==> config.mk <==
export PLATFORM = sky130hd
export DESIGN_NAME = mbe_queue
export DESIGN_NICKNAME = d
export VERILOG_FILES = /design/src/rtl/mbe_queue.sv
export SDC_FILE = /design/constraint.sdc
export NUM_CORES = 1
export LEC_CHECK = 0
export BUFFER_PORTS_ARGS = -buffer_cell sky130_fd_sc_hd__buf_2
export CAP_MARGIN = 20
export CELL_PAD_IN_SITES_DETAIL_PLACEMENT = 1
export CELL_PAD_IN_SITES_GLOBAL_PLACEMENT = 1
export CORE_UTILIZATION = 44
export CTS_CLUSTER_DIAMETER = 100
export DETAILED_ROUTE_END_ITERATION = 8
export GPL_TIMING_DRIVEN = 0
export PLACE_DENSITY = 0.9
export SYNTH_ARGS = -nofsm -noshare
export SYNTH_HDL_FRONTEND = slang
export SYNTH_SLANG_ARGS = --single-unit
==> constraint.sdc <==
create_clock -name clk -period 5.3 [get_ports clk]
set_input_delay 0.265 -clock clk [delete_from_list [all_inputs] [get_ports clk]]
set_output_delay 0.265 -clock clk [all_outputs]
set_load 0.005 [all_outputs]
==> src/rtl/mbe_queue.sv <==
module mbe_queue #(
  parameter int WIDTH = 88
) (
  input  logic             clk,
  input  logic             rst,
  input  logic             push,
  input  logic [WIDTH-1:0] push_data,
  output logic             full,
  input  logic             pop,
  output logic             empty,
  output logic [WIDTH-1:0] pop_data
);

  logic [WIDTH-1:0] slots [2];
  logic             wr_ptr;
  logic             rd_ptr;
  logic [1:0]       count;

  assign full     = (count == 2'd2);
  assign empty    = (count == 2'd0);
  assign pop_data = slots[rd_ptr];

  always_ff @(posedge clk) begin
    if (rst) begin
      wr_ptr <= 1'b0;
      rd_ptr <= 1'b0;
      count  <= 2'd0;
    end else begin
      if (push) begin
        wr_ptr <= ~wr_ptr;
      end
      if (pop) begin
        rd_ptr <= ~rd_ptr;
      end
      if (push && !pop) begin
        count <= count + 2'd1;
      end else if (pop && !push) begin
        count <= count - 2'd1;
      end
    end
  end

  always_ff @(posedge clk) begin
    if (push) begin
      slots[wr_ptr] <= push_data;
    end
  end

endmodule

==> results.cfg <==
[place]
place_ws_ns = 3.58
gp_congestion = 0.664
port_buffers = 181
dp_hpwl_mm = 9.21

[timing]
slew_viol_final = 0
skew_ns = 0.00994
fin_tns_setup_ns = 0
timing.final.ws_setup_ns = 3.34
period_needed_ns = 1.96
slew_headroom = 0.469
hold_violations = 0
min_period_over_period = 0.369
rsz0062_at_grt = no
tightest_slew_ns = 0.795
setup_viol = 0
max_freq_ghz = 0.511

[yosys]
ys.flop_type = edfxtp_1
ys_warn_count = 0
synth_area_leaders = edfxtp_1 (80%), mux2_2 (12%), mux2_4 (4.5%)
synth_edf_count = 176
syn_avg_cell_area_sq_um = 22.4
syn_nets = 389
ys_ff_latch = 181
synth_cell_types = 16
yosysTopAreaCell = edfxtp_1
netlist_instances = 296
synthMostInstantiatedCell = edfxtp_1
synth_commonest_cells = edfxtp_1 (176), mux2_2 (68), mux2_4 (20)
ys_seq_area_frac = 0.812
synth-async-reset-ratio = 0
syn-cell-area_sq_um = 6630
synth_top_area_frac = 0.797

[routing]
vias = 3419
drc = 23
dr.pass1.iters = 6
wl_per_cell_um = 18.9
drtAntennaViolNets = 0
drt_iter0_drc = 181
drt-total-wl_mm = 13.2
via_per_inst = 4.90

[global_routing]
grt_antenna_before_repair = 1
gr-usage-all-layers = 0.177
grt_pass1_wl_mm = 20.3
grt_max_degree = 67
grt_pass1_vias = 3813
grt_overflow_total = 0

[worst_hold_path]
hold_path_class = in2reg
hp-start = push_data[16]

[run_status]
status = complete, but fails checks
violations = DRC

[die]
die_area_sq_um = 15600
rows = 44
die_w_um = 125
initial_utilization = 0.453
io_pins = 182
die_y_um = 125
core_area_sq_um = 14600

[cts]
clk_latency_ns = 0.42
clkSinkCount = 181
ctsHtreeMaxLevel = 4
hold_buffers = 0
postCtsSetupRepairBufs = 0
cts_tree = done
cts-resized-gates = 0
numCtsBuffers = 17
cts.clk_slew.worst_paths_ns = 0.06
ctsLongestPathBuffers = 2
cts_root_buf = clkbuf_16

[setup_path]
startpoint_type = register
critPathSlowestCell = dfxtp_1
r2r-start = wr_ptr$_SDFFE_PP0P_
cp_cell_sequence = buf_6 -> buf_6 -> buf_6 -> mux2_4 -> buf_2
end_kind = primary output
crit_fanout = 10
path_common_cell = buf_6
worst_ep_arrival_time_ns = 1.69
max_stage_delay_ns = 0.32
cp.required_ns = 5.04
path_class = reg2out

[layout]
area_growth_pct = 27.7
fillCellCount = 1329
final_util = 0.578
finalNetCount = 593
drive_gt1_frac = 0.612

[pwr]
ir_drop_uv = 211
p_leak_nw = 3.23
pwr_density_cell_nw_per_um2 = 387

[job]
drv_cap = 0
==> power breakdown <==
| part | switching [mW] | leakage (nW) | internal (mW) |
|---|---|---|---|
| sequential | 0.0240 | 1.69 | 1.67 |
| combinational | 0.163 | 1.27 | 0.183 |
| clock | 0.514 | 0.269 | 0.723 |
==> sequential cells by signal, summed over array words and instances, names as in the netlist, named ones only <==
| register | count |
|---|---|
| wr_ptr | 1 |
| slots | 176 |
| rd_ptr | 1 |
| count | 2 |
==> placed cells by master (no fill, tap or decap), types with 3 or more instances in the layout <==
cell and n:
buf_6 4, clkbuf_16 17, clkinvlp_4 5, clkbuf_1 3, buf_16 3, nor2_1 5
mux2_4 20, mux2_2 68, buf_2 187, edfxtp_1 176, dfxtp_1 5
==> cell families after synthesis <==
| group | after synthesis | synth area share |
|---|---|---|
| flops | 181 | 0.812 |
| simple gates | 9 | 0.00660 |
| mux | 88 | 0.161 |
| buf+inv | 11 | 0.0119 |
| compound gates | 2 | 0.00151 |
| fa+ha+maj | 1 | 0.00189 |
| xor+xnor | 4 | 0.00528 |
==> layer usage <==
layer	GRT usage	vias up	routed length (um)
met2	0.314	126	7000
met4	0.0886	0	314
li1	-	1581	-
met5	0	-	0
met1	0.192	1689	5040
met3	0.0520	23	818
==> worst max-delay path: cells and delay by family, from the launching register on <==
family                 cells  cell delay, ns
buffers and inverters      4            0.63
flip-flops                 1            0.32
multiplexers               1            0.32
==> per-stage QoR <==
stage | instances | total power [mW] | area [sq um] | hold slack, ns
2_1_floorplan | 296 | 1.90 | 6630 | 0.334
3_3_place_gp | 661 | 2.05 | 7770 | 0.452
3_5_place_dp | 665 | 2.08 | 7880 | 0.457
4_1_cts | 697 | 3.31 | 8470 | 0.0135
5_1_grt | 698 | 3.39 | 8470 | 0.0109
6_report | 698 | 3.28 | 8470 | 0.0334
==> final cells by class <==
cell class | instances | area [sq um] | share of cell area
clock buffer | 22 | 464 | 0.0548
antenna | 1 | 2.50 | 0.000295
timing repair buffer | 185 | 1010 | 0.119
inverter | 1 | 3.75 | 0.000443
buffer | 10 | 75.1 | 0.00886
tap | 184 | 230 | 0.0272
multi-input combinational | 104 | 1180 | 0.139
sequential | 181 | 5390 | 0.636
clock inverter | 10 | 124 | 0.0146
==> final timing paths <==
kind	endpoint	slack, ns	cells past startpoint
max	pop_data[62]	3.34	5
min	slots[1][16]$_DFFE_PP_	0.03	1
min reg2reg	count[1]$_SDFFE_PP0P_	0.53	2
max reg2reg	slots[0][57]$_DFFE_PP_	3.69	2
Power figures use the tool's default switching activity.
