### src/rtl/mbe_pkg.sv
package mbe_pkg;

  localparam int COORD_BITS  = 12;
  localparam int REG_BITS    = 32;
  localparam int LIMIT_BITS  = 17;
  localparam int COLOR_BITS  = 28;
  localparam int COLOR_SHIFT = 20;
  localparam int COLOR_KEEP  = 8;
  localparam int INDEX_BITS  = 3;

  localparam int DEF_WORD_BITS = 32;
  localparam int DEF_FRAC_BITS = 28;

  localparam logic [REG_BITS-1:0]   RESET_REAL_ORIGIN = 32'hE000_0000;
  localparam logic [REG_BITS-1:0]   RESET_IMAG_ORIGIN = 32'hE000_0000;
  localparam logic [REG_BITS-1:0]   RESET_REAL_STEP   = 32'h0010_0000;
  localparam logic [REG_BITS-1:0]   RESET_IMAG_STEP   = 32'h0010_0000;
  localparam logic [LIMIT_BITS-1:0] RESET_LIMIT       = 17'd100000;

  typedef enum logic [INDEX_BITS-1:0] {
    REG_REAL_ORIGIN = 3'd0,
    REG_IMAG_ORIGIN = 3'd1,
    REG_REAL_STEP   = 3'd2,
    REG_IMAG_STEP   = 3'd3,
    REG_ITER_LIMIT  = 3'd4
  } reg_index_t;

  typedef struct packed {
    logic [REG_BITS-1:0]   real_origin;
    logic [REG_BITS-1:0]   imag_origin;
    logic [REG_BITS-1:0]   real_step;
    logic [REG_BITS-1:0]   imag_step;
    logic [LIMIT_BITS-1:0] iteration_limit;
  } cfg_t;

  typedef struct packed {
    logic [COORD_BITS-1:0] pixel_row;
    logic [COORD_BITS-1:0] pixel_col;
  } pixel_t;

  typedef struct packed {
    logic [COORD_BITS-1:0] out_row;
    logic [COORD_BITS-1:0] out_col;
    logic [LIMIT_BITS-1:0] iterations;
    logic [COLOR_BITS-1:0] color_word;
  } result_t;

endpackage

### src/rtl/mbe_front.sv
module mbe_front import mbe_pkg::*; #(
  parameter int WORD_BITS = DEF_WORD_BITS,
  parameter int JOB_BITS  = 2 * COORD_BITS + 2 * DEF_WORD_BITS
) (
  input  logic                clk,
  input  logic                rst,
  input  cfg_t                cfg,
  input  logic                pixel_valid,
  output logic                pixel_stall,
  input  pixel_t              pixel,
  output logic                push,
  input  logic                q_full,
  output logic [JOB_BITS-1:0] push_data
);

  localparam int PROD_W = COORD_BITS + 1 + REG_BITS;
  localparam int CW     = (PROD_W + 1 > WORD_BITS + 1) ? PROD_W + 1 : WORD_BITS + 1;
  localparam logic [WORD_BITS-1:0] MAXV = {1'b0, {(WORD_BITS-1){1'b1}}};
  localparam logic [WORD_BITS-1:0] MINV = {1'b1, {(WORD_BITS-1){1'b0}}};

  logic                     stage_valid;
  logic [COORD_BITS-1:0]    stage_row;
  logic [COORD_BITS-1:0]    stage_col;
  logic signed [PROD_W-1:0] prod_r;
  logic signed [PROD_W-1:0] prod_i;
  logic signed [CW-1:0]     sum_r;
  logic signed [CW-1:0]     sum_i;
  logic [WORD_BITS-1:0]     c_r;
  logic [WORD_BITS-1:0]     c_i;
  logic                     accept;

  function automatic logic [WORD_BITS-1:0] sat_word(input logic signed [CW-1:0] v);
    logic hi_ones;
    logic hi_zeros;
    hi_ones  = &v[CW-1:WORD_BITS-1];
    hi_zeros = ~|v[CW-1:WORD_BITS-1];
    if (hi_ones || hi_zeros) begin
      return v[WORD_BITS-1:0];
    end else if (v[CW-1]) begin
      return MINV;
    end else begin
      return MAXV;
    end
  endfunction

  assign pixel_stall = stage_valid && q_full;
  assign accept      = pixel_valid && !pixel_stall;
  assign push        = stage_valid && !q_full;

  always_ff @(posedge clk) begin
    if (rst) begin
      stage_valid <= 1'b0;
    end else if (accept) begin
      stage_valid <= 1'b1;
    end else if (push) begin
      stage_valid <= 1'b0;
    end
  end

  always_ff @(posedge clk) begin
    if (accept) begin
      stage_row <= pixel.pixel_row;
      stage_col <= pixel.pixel_col;
      prod_r    <= $signed({1'b0, pixel.pixel_col}) * $signed(cfg.real_step);
      prod_i    <= $signed({1'b0, pixel.pixel_row}) * $signed(cfg.imag_step);
    end
  end

  // origin plus index times step, clamped to the working word
  assign sum_r = CW'($signed(cfg.real_origin)) + CW'(prod_r);
  assign sum_i = CW'($signed(cfg.imag_origin)) + CW'(prod_i);
  assign c_r   = sat_word(sum_r);
  assign c_i   = sat_word(sum_i);

  assign push_data = {stage_row, stage_col, c_r, c_i};

endmodule

### config.mk
export PLATFORM = sky130hd
export DESIGN_NAME = mbe_front
export DESIGN_NICKNAME = d
export VERILOG_FILES = /design/src/rtl/mbe_pkg.sv /design/src/rtl/mbe_front.sv
export SDC_FILE = /design/constraint.sdc
export NUM_CORES = 2
export LEC_CHECK = 0
export ABC_AREA = 0
export BUFFER_PORTS_ARGS = -buffer_cell sky130_fd_sc_hd__buf_2
export CAP_MARGIN = 20
export CORE_MARGIN = 8
export CORE_UTILIZATION = 30
export DETAILED_ROUTE_END_ITERATION = 12
export PLACE_DENSITY = 0.49
export SLEW_MARGIN = 20
export SYNTH_ARGS = -nofsm -noshare
export SYNTH_HDL_FRONTEND = slang
export SYNTH_SLANG_ARGS = --single-unit
### constraint.sdc
create_clock -name clk -period 12.25 [get_ports clk]
set_clock_uncertainty 0.1 [all_clocks]
set_input_delay 0 -clock clk [delete_from_list [all_inputs] [get_ports clk]]
set_output_delay 0 -clock clk [all_outputs]
set_load 0.005 [all_outputs]
==> results.md <==
* Status: completed
* Crit share post-route at 59.54%
* IO Pins at 263
* Setup CP Type: in -> reg
* Die ar. at 130800 µm²
* Number of detailed-route iterations in the first pass at 5
* Die Span X at 361.7 µm
* First-pass GRT wire length at 158.5 mm
* Seq/Total Area, Yosys at 9.604%
* Clock sinks at ~120
* Crit path top cell by count: fa_1
* Via/cell ratio at around 4.7
* CP max stage delay at 0.63 ns
* Slowest CP cell: buf_2
* CP Launch Type: input pin
* Min Tclk post-route at roughly 7.3 ns
* TritonCTS Buffers at 17
* Largest fanout on the critical path at 33
* Final setup viols at 0
* Commonest non-fill, non-tap cell in the layout: inv_1
* Post-synthesis register bit count at 115
* Routed WL at 97.88 mm
* Hold Fails Final Rpt at 0
* Iter 0 DRT Violations at between 1000 and 1500
* DR vias at approximately 27000
* Mapped Cells at approximately 4100
* Measured slew at the worst slew-check pin at between 0.9 and 1 ns
* CTS root buf: clkbuf_16
* WL/cell at 16.94 µm
* Commonest non-fill, non-tap cells in the layout: inv_1 (878), fa_1 (678), nand2_1 (547)
* H-tree depth at 4
* Core area at around 120000 µm²
* Vias in the first global route at 28865
* Syn avg cell area at about 8.7 µm²
* Total grt overflow at 0
* Placer Congestion at 0.8779
* Detail Route Antenna Nets at 0
* CTS tree: yes
* Mapped Nets at around 5200
* Fin Setup TNS at 0 ns
* Max cap viols at 0
* Post-synthesis async set-or-reset flop share at 0%
* Slew Viols, Final at 0
* Max Clock Freq at 137.1 MHz
* Share of cells above drive strength 1 at 7.525%
* Nets@finish at 5352
* Max_slew headroom at 35.42%
* Drc violations at 0
* Clock buffer depth at 2
* Tightest Hold Check Type: in -> reg
* Die height at 361.7 µm
* GRT Total Usage at 15.15%
* Synth Cell Area at between 30000 and 40000 µm²
* Dominant synthesized flop cell: edfxtp_1
* Row count at 127
* Clock transition at path regs at 0.07 ns
* CP Data Required Time at 12.41 ns
* Area Growth Syn to Fin at 9.133%
* Netlist cell types at 86
* Number of synthesized flops with an enable pin at 114
* Setup Buffers After CTS at 0
* Clock latency on the worst-skew pair at approximately 0.52 ns
* Port Buf Inserts at about 250
* CP arrival at 7.45 ns
* Synth Warn # at 0
* CP Capture Type: flop
* RSZ-0062 raised after global routing: false
* Post-detail-place hpwl at 80.03 mm
* Starting Density at a little under a third
* Initial antenna violation count at 17
* Pin count of the biggest net entering global routing at between 50 and 60
## cells by family (layout without fill, tap and decap cells)
logic type,count (synthesis),in the layout,synth area share [%]
other cells,0,4,0
buf+inv,1062,1183,11.27
simple gates,1201,1201,16.31
xor+xnor,154,154,3.762
compound gates,603,603,11.04
flops,115,115,9.604
mux,4,4,0.1152
fa+ha+maj,966,966,47.91
## worst max-delay path: cells and delay by family
| family | cells | cell delay, ns |
|---|---|---|
| AND/OR/NAND/NOR | 3 | 0.86 |
| buffers and inverters | 6 | 1.42 |
| AO/OA/AOI/OAI | 9 | 2.36 |
| XOR/XNOR | 1 | 0.14 |
| adder cells (fa/ha/maj) | 6 | 2.64 |
## final cells by class
type / instances / area [µm²]
antenna: 4 / 10.01
fill: 12726 / 80050
multi-input combinational: 2928 / 28390
sequential: 115 / 3443
timing repair buffer: 273 / 1491
tap: 1548 / 1937
clock buffer: 17 / 425.4
inverter: 878 / 3296
clock inverter: 15 / 135.1
## Yosys cell counts (14+ instances only)
master	instances	share of area (%)
nor2b_1	15	0.26
buf_2	14	0.20
a31oi_1	18	0.31
and3_1	20	0.35
inv_1	878	9.2
edfxtp_1	114	9.5
a21o_1	112	2.3
xnor2_1	102	2.5
o21ai_0	91	1.3
nand3_1	41	0.57
and2_1	357	6.2
nand2_1	547	5.7
nand2b_1	22	0.38
xor2_1	52	1.3
nor2_1	102	1.1
nor3_1	36	0.50
fa_1	678	38
o21bai_1	29	0.61
a21oi_1	184	2.6
clkbuf_1	164	1.7
o21a_1	31	0.65
a211oi_1	15	0.31
nand4_1	27	0.47
ha_1	288	10
## flip-flops by register name, indices dropped and copies added, names as in the netlist
register,count
stage_row,12
stage_col,12
prod_r,45
stage_valid,1
prod_i,45
## metal layers
metal  track usage (%)  vias up  wire (µm)
met5                 0        -         57
met4             3.902       10       2090
met3             2.754      110       4432
met2             24.87      455      44920
met1             20.61    13738      46380
li1                  -    12951          -
## through the flow
step                cell area, µm²  setup WS (ns)  hold WS, ns  std cells  util (%)
floorplan                    35850          6.041     -0.06977       4105         -
global placement             38330          4.960      0.05814       5719     32.16
detailed placement           38340          4.926      0.06364       5720     32.17
CTS                          39120          5.023     0.001341       5774     32.82
global route                 39120          4.665      0.03525       5776     32.83
finish                       39130          4.956      0.04223       5778     32.83
## what timing repair did
| action | CTS | global route |
|---|---|---|
| resized for setup | 0 | 0 |
| hold buffers | 22 | 0 |
| hold endpoints to repair | 38 | 0 |
## final timing paths
path | from | endpoint | slack [ns] | cells past startpoint
max | pixel[1] | prod_r[42] | 4.96 | 25
min reg2reg | stage_valid | stage_col[4] | 0.86 | 2
max reg2reg | stage_valid | prod_i[4] | 9.17 | 4
min | pixel[12] | stage_row[0] | 0.04 | 1
Power is left out: the tool's default activity adds up to more than one toggle a clock period on the data nets, which glitch-free logic cannot reach.
